$ cat src/rcrc_pkg.sv
// Shared types and constants for the receive completion ring consumer.
// No dependencies; used by every module of the block.
package rcrc_pkg;

    localparam int LEN_W      = 14;
    localparam int BUF_IDX_W  = 12;
    localparam int CNT_W      = 32;
    localparam int APB_ADDR_W = 3;
    localparam int APB_DATA_W = 32;

    localparam logic [LEN_W-1:0] BUF_LEN_RESET = 14'd2048;

    // register index of the work registers (byte address = 4 * index)
    localparam logic [0:0] REG_BUFFER_LENGTH = 1'b0;

    typedef enum logic [2:0] {
        OUT_NOT_READY = 3'd0,
        OUT_DELIVERED = 3'd1,
        OUT_REFUSED   = 3'd2,
        OUT_ERROR     = 3'd3,
        OUT_DROPPED   = 3'd4
    } outcome_t;

    typedef struct packed {
        logic                 entry_gen;
        logic                 start_flag;
        logic                 end_flag;
        logic                 error_flag;
        logic [LEN_W-1:0]     frame_length;
        logic [BUF_IDX_W-1:0] buffer_index;
        logic                 queue_room;
    } item_t;

    // fixed-width part of a result; index and slot widths follow parameters
    typedef struct packed {
        outcome_t         outcome;
        logic             refill_valid;
        logic             refill_gen;
        logic [LEN_W-1:0] refill_length;
        logic [CNT_W-1:0] error_total;
        logic [CNT_W-1:0] drop_total;
    } result_t;

endpackage

$ cat src/rcrc_apb_regs.sv
// APB configuration register file: holds buffer_length.
// Depends on rcrc_pkg.
module rcrc_apb_regs
(
    input  logic                                clk,
    input  logic                                rst_n,
    input  logic                                psel,
    input  logic                                penable,
    input  logic                                pwrite,
    input  logic [rcrc_pkg::APB_ADDR_W-1:0]     paddr,
    input  logic [rcrc_pkg::APB_DATA_W-1:0]     pwdata,
    output logic [rcrc_pkg::APB_DATA_W-1:0]     prdata,
    output logic                                pready,
    output logic [rcrc_pkg::LEN_W-1:0]          buffer_length
);

    logic [rcrc_pkg::LEN_W-1:0] buf_len_reg;
    logic [rcrc_pkg::LEN_W-1:0] buf_len_next;
    logic                       wr_en;
    logic                       sel_buf_len;

    assign pready      = 1'b1;
    assign sel_buf_len = (paddr[2] == rcrc_pkg::REG_BUFFER_LENGTH);
    assign wr_en       = psel && penable && pwrite && sel_buf_len;

    always_comb
    begin
        buf_len_next = buf_len_reg;
        if (wr_en)
        begin
            buf_len_next = pwdata[rcrc_pkg::LEN_W-1:0];
        end
    end

    always_ff @(posedge clk or negedge rst_n)
    begin
        if (!rst_n)
        begin
            buf_len_reg <= rcrc_pkg::BUF_LEN_RESET;
        end
        else
        begin
            buf_len_reg <= buf_len_next;
        end
    end

    always_comb
    begin
        prdata = '0;
        if (sel_buf_len)
        begin
            prdata = rcrc_pkg::APB_DATA_W'(buf_len_reg);
        end
    end

    assign buffer_length = buf_len_reg;

endmodule

$ cat src/rcrc_core.sv
// Ring consumer state and single-pass classification of one completion item.
// Depends on rcrc_pkg.
module rcrc_core
#(
    parameter int COMPLETION_RING_DEPTH = 256,
    parameter int BUFFER_RING_DEPTH     = 128,
    parameter int SLOT_W = $clog2(COMPLETION_RING_DEPTH),
    parameter int RIDX_W = $clog2(BUFFER_RING_DEPTH)
)
(
    input  logic                        clk,
    input  logic                        rst_n,
    input  logic                        advance,
    input  rcrc_pkg::item_t             item,
    input  logic [rcrc_pkg::LEN_W-1:0]  buffer_length,
    output rcrc_pkg::result_t           result,
    output logic [RIDX_W-1:0]           refill_index,
    output logic [SLOT_W-1:0]           next_slot
);

    localparam int FILL_W = $clog2(2 * BUFFER_RING_DEPTH);
    localparam int BIDX_CMP_W = rcrc_pkg::BUF_IDX_W + 1;
    localparam logic [SLOT_W-1:0] SLOT_LAST = SLOT_W'(COMPLETION_RING_DEPTH - 1);
    localparam logic [FILL_W-1:0] FILL_LAST = FILL_W'(2 * BUFFER_RING_DEPTH - 1);
    localparam logic [FILL_W-1:0] FILL_HALF = FILL_W'(BUFFER_RING_DEPTH);

    logic [SLOT_W-1:0]          slot_reg, slot_next;
    logic                       exp_gen_reg, exp_gen_next;
    logic [FILL_W-1:0]          fill_reg, fill_next;
    logic [rcrc_pkg::CNT_W-1:0] err_cnt_reg, err_cnt_next;
    logic [rcrc_pkg::CNT_W-1:0] drop_cnt_reg, drop_cnt_next;

    logic gen_match;
    logic good_frame;
    logic in_ring;

    assign gen_match  = (item.entry_gen == exp_gen_reg);
    assign good_frame = item.end_flag && item.start_flag && !item.error_flag
                        && (item.frame_length <= buffer_length);
    assign in_ring    = ({1'b0, item.buffer_index} < BIDX_CMP_W'(BUFFER_RING_DEPTH));

    always_comb
    begin
        slot_next     = slot_reg;
        exp_gen_next  = exp_gen_reg;
        fill_next     = fill_reg;
        err_cnt_next  = err_cnt_reg;
        drop_cnt_next = drop_cnt_reg;
        result              = '0;
        result.outcome      = rcrc_pkg::OUT_NOT_READY;
        refill_index        = '0;

        if (gen_match)
        begin
            if (good_frame)
            begin
                result.outcome = (in_ring && item.queue_room) ? rcrc_pkg::OUT_DELIVERED
                                                              : rcrc_pkg::OUT_REFUSED;
                if (in_ring)
                begin
                    result.refill_valid  = 1'b1;
                    refill_index         = item.buffer_index[RIDX_W-1:0];
                    // first half of the fill cycle carries generation 1
                    result.refill_gen    = (fill_reg < FILL_HALF);
                    result.refill_length = buffer_length;
                    fill_next = (fill_reg == FILL_LAST) ? '0 : fill_reg + 1'b1;
                end
            end
            else if (item.end_flag && item.error_flag)
            begin
                result.outcome = rcrc_pkg::OUT_ERROR;
                err_cnt_next   = err_cnt_reg + 1'b1;
            end
            else
            begin
                result.outcome = rcrc_pkg::OUT_DROPPED;
                drop_cnt_next  = drop_cnt_reg + 1'b1;
            end

            if (slot_reg == SLOT_LAST)
            begin
                slot_next    = '0;
                exp_gen_next = !exp_gen_reg;
            end
            else
            begin
                slot_next = slot_reg + 1'b1;
            end
        end

        result.error_total = err_cnt_next;
        result.drop_total  = drop_cnt_next;
        next_slot          = slot_next;
    end

    always_ff @(posedge clk or negedge rst_n)
    begin
        if (!rst_n)
        begin
            slot_reg     <= '0;
            exp_gen_reg  <= 1'b1;
            fill_reg     <= FILL_HALF;
            err_cnt_reg  <= '0;
            drop_cnt_reg <= '0;
        end
        else if (advance)
        begin
            slot_reg     <= slot_next;
            exp_gen_reg  <= exp_gen_next;
            fill_reg     <= fill_next;
            err_cnt_reg  <= err_cnt_next;
            drop_cnt_reg <= drop_cnt_next;
        end
    end

`ifndef ASSERT_OFF
    a_slot_range: assert property (@(posedge clk) disable iff (!rst_n)
        slot_reg <= SLOT_LAST)
        else $error("consumer slot out of ring");

    a_fill_range: assert property (@(posedge clk) disable iff (!rst_n)
        fill_reg <= FILL_LAST)
        else $error("fill counter out of range");

    a_not_ready_holds: assert property (@(posedge clk) disable iff (!rst_n)
        advance && !gen_match |=> $stable(slot_reg) && $stable(exp_gen_reg)
            && $stable(fill_reg))
        else $error("state moved on a not-ready item");

    a_refill_steps_fill: assert property (@(posedge clk) disable iff (!rst_n)
        advance && result.refill_valid |=> fill_reg != $past(fill_reg))
        else $error("refill did not advance fill counter");

    a_err_only_on_error: assert property (@(posedge clk) disable iff (!rst_n)
        advance && result.outcome != rcrc_pkg::OUT_ERROR |=> $stable(err_cnt_reg))
        else $error("error count moved without an error outcome");
`endif

endmodule

$ cat src/rx_completion_ring_consumer_top.sv
// Top level of the receive completion ring consumer: input register,
// result register and handshakes. Depends on rcrc_pkg, rcrc_apb_regs, rcrc_core.
//
//   channel   direction  handshake             payload
//   in        sink       in_valid / in_stall   entry_gen .. queue_room
//   out       source     out_valid / out_stall outcome .. drop_total
//   cfg       APB slave  psel/penable/pready   paddr, pwdata, prdata
//
// One item per cycle sustained while out_stall is low; an accepted item passes
// through the input register and then the result register, where out_valid
// rises and the result waits to be taken.
// The consumer state updates when an item moves into the result register.
// Reset clears slot 0, expected generation 1, fill count at ring depth,
// totals 0, buffer_length 2048.
// A stalled result holds; the input register still takes one more item.
module rx_completion_ring_consumer_top
#(
    parameter int COMPLETION_RING_DEPTH = 256,
    parameter int BUFFER_RING_DEPTH     = 128
)
(
    input  logic                                    clk,
    input  logic                                    rst_n,

    input  logic                                    psel,
    input  logic                                    penable,
    input  logic                                    pwrite,
    input  logic [rcrc_pkg::APB_ADDR_W-1:0]         paddr,
    input  logic [rcrc_pkg::APB_DATA_W-1:0]         pwdata,
    output logic [rcrc_pkg::APB_DATA_W-1:0]         prdata,
    output logic                                    pready,

    input  logic                                    in_valid,
    output logic                                    in_stall,
    input  logic                                    entry_gen,
    input  logic                                    start_flag,
    input  logic                                    end_flag,
    input  logic                                    error_flag,
    input  logic [rcrc_pkg::LEN_W-1:0]              frame_length,
    input  logic [rcrc_pkg::BUF_IDX_W-1:0]          buffer_index,
    input  logic                                    queue_room,

    output logic                                    out_valid,
    input  logic                                    out_stall,
    output logic [2:0]                              outcome,
    output logic                                    refill_valid,
    output logic [$clog2(BUFFER_RING_DEPTH)-1:0]    refill_index,
    output logic                                    refill_gen,
    output logic [rcrc_pkg::LEN_W-1:0]              refill_length,
    output logic [$clog2(COMPLETION_RING_DEPTH)-1:0] next_slot,
    output logic [rcrc_pkg::CNT_W-1:0]              error_total,
    output logic [rcrc_pkg::CNT_W-1:0]              drop_total
);

    localparam int SLOT_W = $clog2(COMPLETION_RING_DEPTH);
    localparam int RIDX_W = $clog2(BUFFER_RING_DEPTH);

    logic [rcrc_pkg::LEN_W-1:0] buffer_length;

    logic              in_full_reg, in_full_next;
    rcrc_pkg::item_t   item_reg;
    logic              out_valid_reg, out_valid_next;
    rcrc_pkg::result_t res_reg;
    logic [RIDX_W-1:0] ridx_reg;
    logic [SLOT_W-1:0] slot_out_reg;

    logic              accept;
    logic              advance;
    rcrc_pkg::result_t core_result;
    logic [RIDX_W-1:0] core_ridx;
    logic [SLOT_W-1:0] core_slot;

    rcrc_apb_regs u_regs
    (
        .clk           (clk),
        .rst_n         (rst_n),
        .psel          (psel),
        .penable       (penable),
        .pwrite        (pwrite),
        .paddr         (paddr),
        .pwdata        (pwdata),
        .prdata        (prdata),
        .pready        (pready),
        .buffer_length (buffer_length)
    );

    rcrc_core
    #(
        .COMPLETION_RING_DEPTH (COMPLETION_RING_DEPTH),
        .BUFFER_RING_DEPTH     (BUFFER_RING_DEPTH),
        .SLOT_W                (SLOT_W),
        .RIDX_W                (RIDX_W)
    )
    u_core
    (
        .clk           (clk),
        .rst_n         (rst_n),
        .advance       (advance),
        .item          (item_reg),
        .buffer_length (buffer_length),
        .result        (core_result),
        .refill_index  (core_ridx),
        .next_slot     (core_slot)
    );

    // item moves on when the result register is empty or being drained
    assign advance  = in_full_reg && (!out_valid_reg || !out_stall);
    assign in_stall = in_full_reg && !advance;
    assign accept   = in_valid && !in_stall;

    assign in_full_next   = accept || (in_full_reg && !advance);
    assign out_valid_next = advance || (out_valid_reg && out_stall);

    always_ff @(posedge clk or negedge rst_n)
    begin
        if (!rst_n)
        begin
            in_full_reg   <= 1'b0;
            out_valid_reg <= 1'b0;
        end
        else
        begin
            in_full_reg   <= in_full_next;
            out_valid_reg <= out_valid_next;
        end
    end

    always_ff @(posedge clk)
    begin
        if (accept)
        begin
            item_reg.entry_gen    <= entry_gen;
            item_reg.start_flag   <= start_flag;
            item_reg.end_flag     <= end_flag;
            item_reg.error_flag   <= error_flag;
            item_reg.frame_length <= frame_length;
            item_reg.buffer_index <= buffer_index;
            item_reg.queue_room   <= queue_room;
        end
        if (advance)
        begin
            res_reg      <= core_result;
            ridx_reg     <= core_ridx;
            slot_out_reg <= core_slot;
        end
    end

    assign out_valid     = out_valid_reg;
    assign outcome       = res_reg.outcome;
    assign refill_valid  = res_reg.refill_valid;
    assign refill_index  = ridx_reg;
    assign refill_gen    = res_reg.refill_gen;
    assign refill_length = res_reg.refill_length;
    assign next_slot     = slot_out_reg;
    assign error_total   = res_reg.error_total;
    assign drop_total    = res_reg.drop_total;

endmodule

$ cat config.mk
export PLATFORM = sky130hd
export DESIGN_NAME = rx_completion_ring_consumer_top
export DESIGN_NICKNAME = d
export VERILOG_FILES = /design/src/rcrc_pkg.sv /design/src/rcrc_apb_regs.sv /design/src/rcrc_core.sv /design/src/rx_completion_ring_consumer_top.sv
export SDC_FILE = /design/constraint.sdc
export NUM_CORES = 1
export LEC_CHECK = 0
export BUFFER_PORTS_ARGS = -buffer_cell sky130_fd_sc_hd__buf_2
export CAP_MARGIN = 15
export CORE_MARGIN = 2
export CORE_UTILIZATION = 40
export DETAILED_ROUTE_END_ITERATION = 10
export GPL_TIMING_DRIVEN = 0
export SLEW_MARGIN = 20
export SYNTH_ARGS = -nofsm -noshare
export SYNTH_HDL_FRONTEND = slang
export SYNTH_HIERARCHICAL = 1
export SYNTH_SLANG_ARGS = --single-unit
export TNS_END_PERCENT = 100
$ cat constraint.sdc
create_clock -name clk -period 24.5 [get_ports clk]
set_input_delay 3.675 -clock clk [delete_from_list [all_inputs] [get_ports clk]]
set_output_delay 3.675 -clock clk [all_outputs]
set_load 0.005 [all_outputs]
# == After elaboration in Yosys (flattened, before gate mapping) ==
# Cells that the tools add are included.
# word_totals
register_bits,226
in_bits,73
out_inout_bits,133
wordCells,73
# op_classes
n_addsub,4
order_cmp,3
eq_ne,3
n_mux,14
n_bitwise,1
reduce_logical,25
# op_table
operator,n
two-way mux 32 bit,6
"adder 32 x 1 -> 32 bit, second input constant",2
two-way mux 8 bit,3
"adder 8 x 1 -> 8 bit, second input constant",2
"== test 8 bit, second input constant",2
two-way mux 16 bit,1
less-or-equal comparator 14 bit,1
two-way mux 14 bit,1
logical AND 1 bit,12
"< comparator 12 x 8 -> 1 bit, second input constant",1
"< comparator 8 bit, second input constant",1
logical NOT 1 bit,6
two-way mux 3 bit,2
AND reduction 3 bit,2
AND reduction 4 bit,1
logical OR 1 bit,3
two-way mux 2 bit,1
AND reduction 2 bit,1
== test 1 bit,1
inverter 1 bit,1

# == Longest topological paths before layout ==
# Gate-level depths: netlist of the first run.
# depth
depth_word,8
ltp_mapped,9
mapped_depth_nobuf,8

# == Cells and area by module ==
# The synthesis of the first run kept the hierarchy.
# by_module_without_submodules
mod,instances,cells_each,area_per_inst_um2,seq_area_each_um2
rcrc_core,1,640,5655.4,2029.4
rx_completion_ring_consumer_top,1,137,3966.3,3923.8
rcrc_apb_regs,1,66,828.3,351.6

# == Least setup slack after synthesis of the first run ==
# OpenSTA, ideal clock, no wires.
# synth_path
kind,in2reg
start,in out_stall
end,reg u_core/drop_cnt_reg[29] (netlist name)
setup_ps,124
arrival_time_ps,12890
required_time_ps,24376
path_slack_ps,11486
cell_stages,7
path_buffers,2
cell_sequence,a21boi_0 -> buf_2 -> inv_1 -> nor2_1 -> clkbuf_1 -> nand4_1 -> xnor2_1
# synth_via
elab_chain_cells,3
# synth_lines
item,line,source
from (decl),rx_completion_ring_consumer_top.sv:44,"input logic out_stall,"
logical NOT 1 bit,rx_completion_ring_consumer_top.sv:107,assign advance = in_full_reg && (!out_valid_reg || !out_stall);
logical OR 1 bit,rx_completion_ring_consumer_top.sv:107,
logical AND 1 bit,rx_completion_ring_consumer_top.sv:107,
to (signal assigned),rcrc_core.sv:112,drop_cnt_reg <= drop_cnt_next;
to (decl),rcrc_core.sv:31,"logic [rcrc_pkg::CNT_W-1:0] drop_cnt_reg, drop_cnt_next;"
# Every way passes these cells.
# A chain may end at the register's enable or synchronous reset.

# == Worst setup path after layout of the first run ==
# layout_path
start,in paddr[2] (netlist name)
end,out prdata[4] (netlist name)
# layout_via
elab_chain_cells,1
# layout_lines
item,line,source
from (decl),rx_completion_ring_consumer_top.sv:28,"input logic [rcrc_pkg::APB_ADDR_W-1:0] paddr,"
two-way mux 14 bit,rcrc_apb_regs.sv:50,if (sel_buf_len)
to (decl),rx_completion_ring_consumer_top.sv:30,"output logic [rcrc_pkg::APB_DATA_W-1:0] prdata,"
# Every way passes these cells.

==> results.cfg, run 1 <==
[worst_setup_path]
cp.arrival_ns = 4.45
rr_startpoint = out_valid$_DFF_PN0_
setup.worst_path.start = paddr[2]
reg2reg_depth = 8
crit_path_end_kind = primary output
cp_common_cell = buf_2
r2r-end = u_core/err_cnt_reg[19]$_DFFE_PN0P_
critPathRequiredTime_ns = 20.82
crit_chain = buf_2 -> clkbuf_1 -> nor2b_1 -> buf_2
cp-start-kind = input pin
r2r_setup_slack_ns = 21.24
crit_family = buffers and inverters
cpPeakStageDelay_ns = 0.40
cp_num_buf_inv = 3
path_class = input pin to primary output
critPathMaxFanout = 10
cp_slowest_cell = clkbuf_1

[place]
port_buffers = 166
gp_congestion = 0.8239
place_area_um2 = 11970
placed_cells = 1368
hpwl_mm = 16.60

[yosys]
synth.avg_cell_area_um2 = 12.40
synth_area_um2 = 10450
synth_cell_types = 53
synth_ff_type = edfxtp_1
ys_seq_area_frac = 0.6033
async_flop_share = 0.4292
synthCells = 843
synth_edf_count = 129
synth-seq-cells = 226
synth_warnings = 6

[cts]
post_cts_resized = 0
clk_path_buf_depth = 3
h-tree-depth = 1
clk_latency_ns = 0.52
post_cts_buffers = 0
cts_tree = built
clk_pin_slew_ns = 0.06
cts_buffers = 26
holdBufCountCts = 0
cts_sinks = 226
cts_root_buf = clkbuf_16

[detailed_routing]
wire_per_inst_um = 16.36
viasPerCell = 4.889
postRouteAntennaNets = 0
drcViolationCount = 0
drt_iter0_drc = 431
firstDrtPassIters = 5
drt-total-wl_mm = 23.20
vias = 6932

[min_path]
worstHoldStart = u_core/fill_reg[4]$_DFFE_PN0P_
hold_path_class = flip-flop to flip-flop
worstHoldEndpoint = u_core/fill_reg[4]$_DFFE_PN0P_
min_path_cells = 1

[grt]
grt_antenna_before_repair = 1
grt_pass1_vias = 6878
grt_pass1_wl_mm = 37.76
grt_max_degree = 73
grt_usage = 0.1691
grt-ovfl-total = 0

[power]
p_leak_nw = 5.750
pwr_density_cell_nw_per_um2 = 77.05
ir_worst_vdd_mv = 0.07255

[sta]
min_period_over_period = 0.3315
tightest_slew_ns = 0.9006
setup_tns_ns = 0
fin_crit_ns = 8.121
slew_headroom = 0.3974
clock.fmax_ghz = 0.1231
hold_viol_final = 0
setup-violations-final = 0
grt_setup_unrepaired = false
fin_worst_skew_ns = 0.01246
drv_slew = 0

[floorplan]
rows = 59
die-area_um2 = 27430
core_area_um2 = 25840
die_x_um = 165.6
die_h_um = 165.6
io_pins = 206
start_util = 0.4045

[cells_and_area]
final_cell_area_um2 = 12880
final_layout_size_suffix_gt1_frac = 0.2646
nNetsFinal = 1152
fin_util = 0.4987
nFillCells = 2321
syn_to_final_growth_pct = 23.30
stdcell_count = 1418

[run_status]
outcome = completed

[run]
maxCapViolCount = 0
cell usage after synthesis, drive strengths merged (4+ instances only):
cell type	count	area share
o31ai	5	0.0036
dfrtp	94	0.23
nor3	21	0.011
a21o	9	0.0067
mux2	19	0.024
edfxtp	129	0.37
nor4	25	0.017
and2	29	0.017
inv	21	0.0075
clkbuf	21	0.0078
a21oi	5	0.0028
and4	8	0.0067
nor2	37	0.013
and3	23	0.014
xor2	50	0.042
nor2b	13	0.0078
and2b	4	0.0029
ha	18	0.022
buf	35	0.023
xnor2	88	0.074
nand3	61	0.030
nand2	66	0.024
nand4	34	0.021
o21ai	7	0.0034
where the power goes:
group          leakage, nW  switching (mW)  internal, mW
clock                0.447           0.153         0.256
combinational         2.75          0.0611        0.0562
sequential            2.56          0.0249         0.442
through the flow:
stage / power (mW) / worst slack [ns] / hold slack, ns
after global placement: 0.5910 / 6.928 / 0.4506
after floorplan: 0.5392 / 11.49 / 0.4337
after global routing: 1.039 / 16.24 / 0.4811
final: 0.9927 / 16.38 / 0.4702
after detailed placement: 0.5936 / 16.35 / 0.4494
after CTS: 1.006 / 16.35 / 0.4665
worst reg2reg max path: cells and delay by family (launching register included):
kind,cells,cell delay [ns]
simple gates,2,0.90
buf+inv,4,1.23
flops,1,0.44
compound gates,1,0.41
xor+xnor,1,0.15
placed cells by master, fill, tap and decap left out, types with 8 or more instances in the layout:
cell / instances
buf_4: 19
mux2_2: 8
nand2_1: 66
ha_1: 18
mux2_4: 10
inv_1: 21
nor2_1: 37
and2_1: 27
xnor2_1: 88
clkbuf_1: 22
conb_1: 19
nand3_1: 59
dfrtp_1: 94
edfxtp_1: 129
clkbuf_16: 27
nor2b_1: 13
and3_1: 23
nand4_1: 33
nor4_1: 23
nor3_1: 19
buf_2: 174
and4_1: 8
xor2_1: 50
cells by family (layout without fill, tap and decap cells):
group | after synthesis | after routing | synth area share
AOI/OAI and AO/OA | 32 | 32 | 0.02167
xor gates and xnor gates | 138 | 138 | 0.1157
adders and majority gates | 18 | 18 | 0.02155
muxes | 19 | 19 | 0.02407
DFF | 226 | 226 | 0.6033
and+or+nand+nor | 331 | 331 | 0.1743
buffers and inverters | 77 | 298 | 0.03867
other | 2 | 21 | 0.0007187
layout make-up:
class                   instances  area [um^2]  area share
flip-flops and latches        226         6305      0.4893
multi-input cells             557         3817      0.2963
repair buffers                173         1022     0.07934
clock buffers                  31        700.7     0.05438
well taps                     335        419.2     0.03253
plain buffers                  56        325.3     0.02525
clock inverters                17        211.5     0.01641
inverters                      21        78.83    0.006118
diodes                          2        5.005   0.0003884
per-layer routing:
layer | wire length, um | track usage
met5 | 0 | 0
met4 | 479 | 0.04575
met3 | 1724 | 0.04492
met2 | 10520 | 0.2643
met1 | 10470 | 0.2344
worst max-delay path by stage:
stage                                                to  slack (ns)  cells past startpoint
floorplan           u_core/drop_cnt_reg[29]$_DFFE_PN0P_       11.49                      7
global placement     u_core/err_cnt_reg[19]$_DFFE_PN0P_        6.93                      8
detailed placement                            prdata[4]       16.35                      4
CTS                                           prdata[4]       16.35                      4
global route                                  prdata[4]       16.24                      4
finish                                        prdata[4]       16.38                      4
(Power assumes the default switching activity.)
==> inputs of run 2 (changes only) <==
- clock period: 24.5 -> 8.3 ns (I/O delays scaled with it)
==> run 2 against run 1 <==
First-iteration DRC count is 2.3% higher; flip-flop and latch count stayed put; core utilization shrank 0.69 points; global-route usage fell by 0.32 points; critical endpoint is now u_core/drop_cnt_reg[29]$_DFFE_PN0P_; non-clock buffer count shrank 1; final area is 1.4% lower; largest cell class unchanged.
==> results.cfg, run 2 (synthesized netlist as in run 1, its figures left out) <==
[sta]
clock.fmax_ghz = 0.2642
drv_slew = 0
hold_viol_final = 0
min_period_over_period = 0.4561
slew_headroom = 0.3866
fin_worst_skew_ns = 0.01219
grt_setup_unrepaired = false
setup-violations-final = 0
setup_tns_ns = 0
tightest_slew_ns = 0.9167
fin_crit_ns = 3.786

[detailed_routing]
firstDrtPassIters = 6
viasPerCell = 4.919
postRouteAntennaNets = 0
drt-total-wl_mm = 22.84
vias = 6941
wl_met2_mm = 10.44
wire_per_inst_um = 16.19
drt_iter0_drc = 441
dr.max_layer_used = met5
drcViolationCount = 0
wl_met1_mm = 10.29
wl_met3_mm = 1.441

[cts]
cts_buffers = 24
holdBufCountCts = 0
cts_tree = built
h-tree-depth = 1
post_cts_buffers = 0
cts_root_buf = clkbuf_16
clk_pin_slew_ns = 0.06
cts_sinks = 226
clk_path_buf_depth = 3
post_cts_resized = 0
clk_latency_ns = 0.51

[power]
internal-power_mw = 2.068
pwr-share-clk = 0.374
comb_power_share = 0.125
pwr_density_cell_nw_per_um2 = 216.2
sequentialPowerShare = 0.501
ir_worst_vdd_mv = 0.1398
power.total_mw = 2.747
p_switching_mw = 0.6790
p_leak_nw = 5.667
switching_share = 0.2472

[grt]
grt_pass1_vias = 6842
grt_antenna_before_repair = 1
grt-ovfl-total = 0
grt_max_degree = 57
grt_pass1_wl_mm = 37.11
grt_usage = 0.1660

[place]
hpwl_mm = 16.26
gp_congestion = 0.8449
place_area_um2 = 11950
placed_cells = 1367
port_buffers = 166

[worst_setup_path]
critPathRequiredTime_ns = 8.70
critPathMaxFanout = 14
cp-start-kind = input pin
cp.arrival_ns = 4.18
cp_common_cell = buf_2
cp_num_buf_inv = 5
crit_chain = buf_2 -> a21boi_4 -> buf_16 -> buf_2 -> inv_1 -> nor2_1 -> clkbuf_1 -> nand4_1 -> xnor2_1
crit_family = buffers and inverters
path_class = input pin to flip-flop
crit_path_end_kind = flip-flop
r2r_setup_slack_ns = 4.92
cpPeakStageDelay_ns = 0.73
cp_slowest_cell = nor2_1

[floorplan]
core_area_um2 = 25840
rows = 59
die_x_um = 165.6
die-area_um2 = 27430
io_pins = 206
start_util = 0.4045
die_h_um = 165.6

[cells_and_area]
nNetsFinal = 1149
final_layout_size_suffix_gt1_frac = 0.2565
num_antenna_cells = 0
mostFrequentLayoutCell = buf_2
syn_to_final_growth_pct = 21.60
layout_common_cells = buf_2 (174), edfxtp_1 (129), dfrtp_1 (94)
stdcell_count = 1411
final_cell_area_um2 = 12710

[min_path]
hold_path_class = flip-flop to flip-flop

[run]
maxCapViolCount = 0

[run_status]
outcome = completed
## run 2: metrics by stage
step                        util  hold WS (ns)  worst slack, ns
after floorplan                -        0.4337           0.6730
after global placement    0.4553        0.4487           -2.752
after detailed placement  0.4624        0.4523            3.965
after CTS                 0.4918        0.4694            4.500
after global routing      0.4918        0.4976            4.332
final                     0.4918        0.4743            4.514
## run 2: cell type report
cell class | count | area [um^2]
clock buffers | 33 | 675.6
well taps | 335 | 419.2
repair buffers | 172 | 1002
flip-flops and latches | 226 | 6305
fillers | 2361 | 13130
plain buffers | 56 | 325.3
clock inverters | 11 | 83.83
multi-input cells | 557 | 3817
inverters | 21 | 78.83
## run 2: path summary, 6_finish.rpt
check	start	to	cells past startpoint
max	out_stall	u_core/drop_cnt_reg[29]$_DFFE_PN0P_	9
min	u_core/fill_reg[4]$_DFFE_PN0P_	u_core/fill_reg[4]$_DFFE_PN0P_	1
max reg2reg	out_valid$_DFF_PN0_	u_core/drop_cnt_reg[29]$_DFFE_PN0P_	8
min reg2reg	u_core/fill_reg[4]$_DFFE_PN0P_	u_core/fill_reg[4]$_DFFE_PN0P_	1
max in group asynchronous	rst_n	u_core/drop_cnt_reg[11]$_DFFE_PN0P_	2
min in group asynchronous	rst_n	u_core/err_cnt_reg[8]$_DFFE_PN0P_	1
## run 2: metal layers
| metal | up-vias | GRT usage |
|---|---|---|
| met5 | - | 0 |
| met4 | 2 | 0.04726 |
| met2 | 186 | 0.2632 |
| met1 | 3333 | 0.2298 |
| met3 | 40 | 0.03799 |
| li1 | 3380 | - |
## run 2: power by group through the flow
stage               clock (mW)  combinational, mW  sequential, mW
floorplan                    0              0.191            1.40
global placement             0              0.328            1.41
detailed placement           0              0.348            1.40
CTS                       1.06              0.350            1.38
global route              1.10              0.381            1.39
finish                    1.03              0.343            1.38
==> inputs of run 3 (changes only) <==
- clock period: 8.3 -> 3.7 ns (I/O delays scaled with it)
==> run 3 against run 2 <==
Clock skew is 0.0049 ns higher; hold slack got worse by 0.26 ns; flip-flop and latch count stayed put; combinational power up 130%; non-clock buffer count up 2; power rose by 140%; core utilization increased by 0.55 points; global-route usage grew 0.30 points; register-to-register slack worse by 4.2 ns; largest cell class unchanged; highest routed layer unchanged.
==> results.cfg, run 3 (synthesized netlist as in run 1, its figures left out) <==
[run_status]
outcome = completed

[floorplan]
io_pins = 206
die_h_um = 165.6
core_area_um2 = 25840
rows = 59
die_x_um = 165.6
start_util = 0.4045
die-area_um2 = 27430

[power]
p_leak_nw = 5.719
p_switching_mw = 1.574
ir_worst_vdd_mv = 0.3530
internal-power_mw = 4.895
sequentialPowerShare = 0.477
comb_power_share = 0.120
pwr-share-clk = 0.403
pwr_density_cell_nw_per_um2 = 503.5
switching_share = 0.2433
power.total_mw = 6.469

[grt]
grt-ovfl-total = 0
grt_pass1_wl_mm = 37.33
grt_pass1_vias = 6843
grt_antenna_before_repair = 2
grt_max_degree = 63
grt_usage = 0.1689

[detailed_routing]
viasPerCell = 4.919
drcViolationCount = 0
postRouteAntennaNets = 0
drt-total-wl_mm = 23.10
wire_per_inst_um = 16.34
vias = 6956
drt_iter0_drc = 440
firstDrtPassIters = 5

[worst_setup_path]
cpPeakStageDelay_ns = 0.51
cp_num_buf_inv = 4
cp.arrival_ns = 3.34
crit_chain = a21boi_4 -> buf_16 -> buf_2 -> inv_1 -> nor2_2 -> clkbuf_1 -> nand3_1 -> xnor2_1
crit_family = buffers and inverters
critPathRequiredTime_ns = 4.09
critPathMaxFanout = 13
r2r-end = u_core/err_cnt_reg[19]$_DFFE_PN0P_
setup.worst_path.start = out_valid$_DFF_PN0_
reg2reg_depth = 8
crit_path_end_kind = flip-flop
cp.depth = 8
cp-start-kind = flip-flop
r2r_setup_slack_ns = 0.75
rr_startpoint = out_valid$_DFF_PN0_
cp_slowest_cell = clkbuf_1
path_class = flip-flop to flip-flop

[cts]
cts_root_buf = clkbuf_16
holdBufCountCts = 1
clk_latency_ns = 0.52
clk_pin_slew_ns = 0.06
post_cts_buffers = 0
cts_tree = built
cts_sinks = 226
post_cts_resized = 0
h-tree-depth = 1
cts_buffers = 25
clk_path_buf_depth = 3

[place]
hpwl_mm = 16.42
port_buffers = 166
dp_slack_ns = 0.4757
gp_congestion = 0.8120
place_area_um2 = 11970
placed_cells = 1368

[sta]
tightest_slew_ns = 0.7567
setup_tns_ns = 0
fin_ws_ns = 0.7550
drv_slew = 0
fin_worst_skew_ns = 0.01710
grt_setup_unrepaired = false
timing.hold.ws_ns = 0.2105
setup-violations-final = 0
clock.fmax_ghz = 0.3396
fin_crit_ns = 2.945
min_period_over_period = 0.7960
hold_viol_final = 0
slew_headroom = 0.4955

[cells_and_area]
final-seq-area_um2 = 6305
layout_common_cells = buf_2 (174), edfxtp_1 (129), dfrtp_1 (94)
final_cell_area_um2 = 12850
syn_to_final_growth_pct = 22.95
nNetsFinal = 1152
num_antenna_cells = 0
final_layout_size_suffix_gt1_frac = 0.2641
mostFrequentLayoutCell = buf_2
stdcell_count = 1414
multiInputGateArea_um2 = 3820
fin_util = 0.4973
nFillCells = 2369

[min_path]
worstHoldStart = queue_room
worstHoldEndpoint = item_reg[0]$_DFFE_PP_
min_path_cells = 1
hold_path_class = input pin to flip-flop

[run]
maxCapViolCount = 0
## run 3: cell type report
class	instances	area share
Multi-Input combinational cell	557	0.2973
Inverter	21	0.006135
Sequential cell	226	0.4907
Clock buffer	33	0.05414
Tap cell	335	0.03262
Clock inverter	12	0.01344
Timing Repair Buffer	174	0.08034
Buffer	56	0.02532
## run 3: worst max path at each step
| stage | end | slack [ns] |
|---|---|---|
| floorplan | u_core/drop_cnt_reg[29]$_DFFE_PN0P_ | 0.008 |
| global placement | u_core/err_cnt_reg[19]$_DFFE_PN0P_ | -1.68 |
| detailed placement | u_core/err_cnt_reg[19]$_DFFE_PN0P_ | 0.48 |
| CTS | u_core/err_cnt_reg[19]$_DFFE_PN0P_ | 0.65 |
| global route | u_core/err_cnt_reg[19]$_DFFE_PN0P_ | 0.50 |
| finish | u_core/err_cnt_reg[19]$_DFFE_PN0P_ | 0.75 |
## run 3: power by group through the flow
stage / clock (mW) / combinational [mW] / sequential, mW
4_1_cts: 2.68 / 0.796 / 3.09
3_3_place_gp: 0 / 0.739 / 3.14
6_report: 2.60 / 0.777 / 3.09
2_1_floorplan: 0 / 0.431 / 3.12
5_1_grt: 2.78 / 0.866 / 3.12
3_5_place_dp: 0 / 0.790 / 3.14
## run 3: layer usage
metal | GRT usage | share of wire | up-vias | routed length [um]
met4 | 0.04121 | 0.017 | 4 | 392
li1 | - | - | 3376 | -
met2 | 0.2672 | 0.46 | 208 | 10530
met1 | 0.2334 | 0.45 | 3331 | 10410
met3 | 0.04492 | 0.076 | 37 | 1758
met5 | 0 | 0.00078 | - | 18
## run 3: worst reg2reg max path: cells and delay by family, from the launching register on
family | cells | cell delay (ns)
buffers and inverters | 4 | 1.17
and+or+nand+nor | 2 | 0.63
AOI/OAI and AO/OA | 1 | 0.43
DFF | 1 | 0.44
xor gates and xnor gates | 1 | 0.15
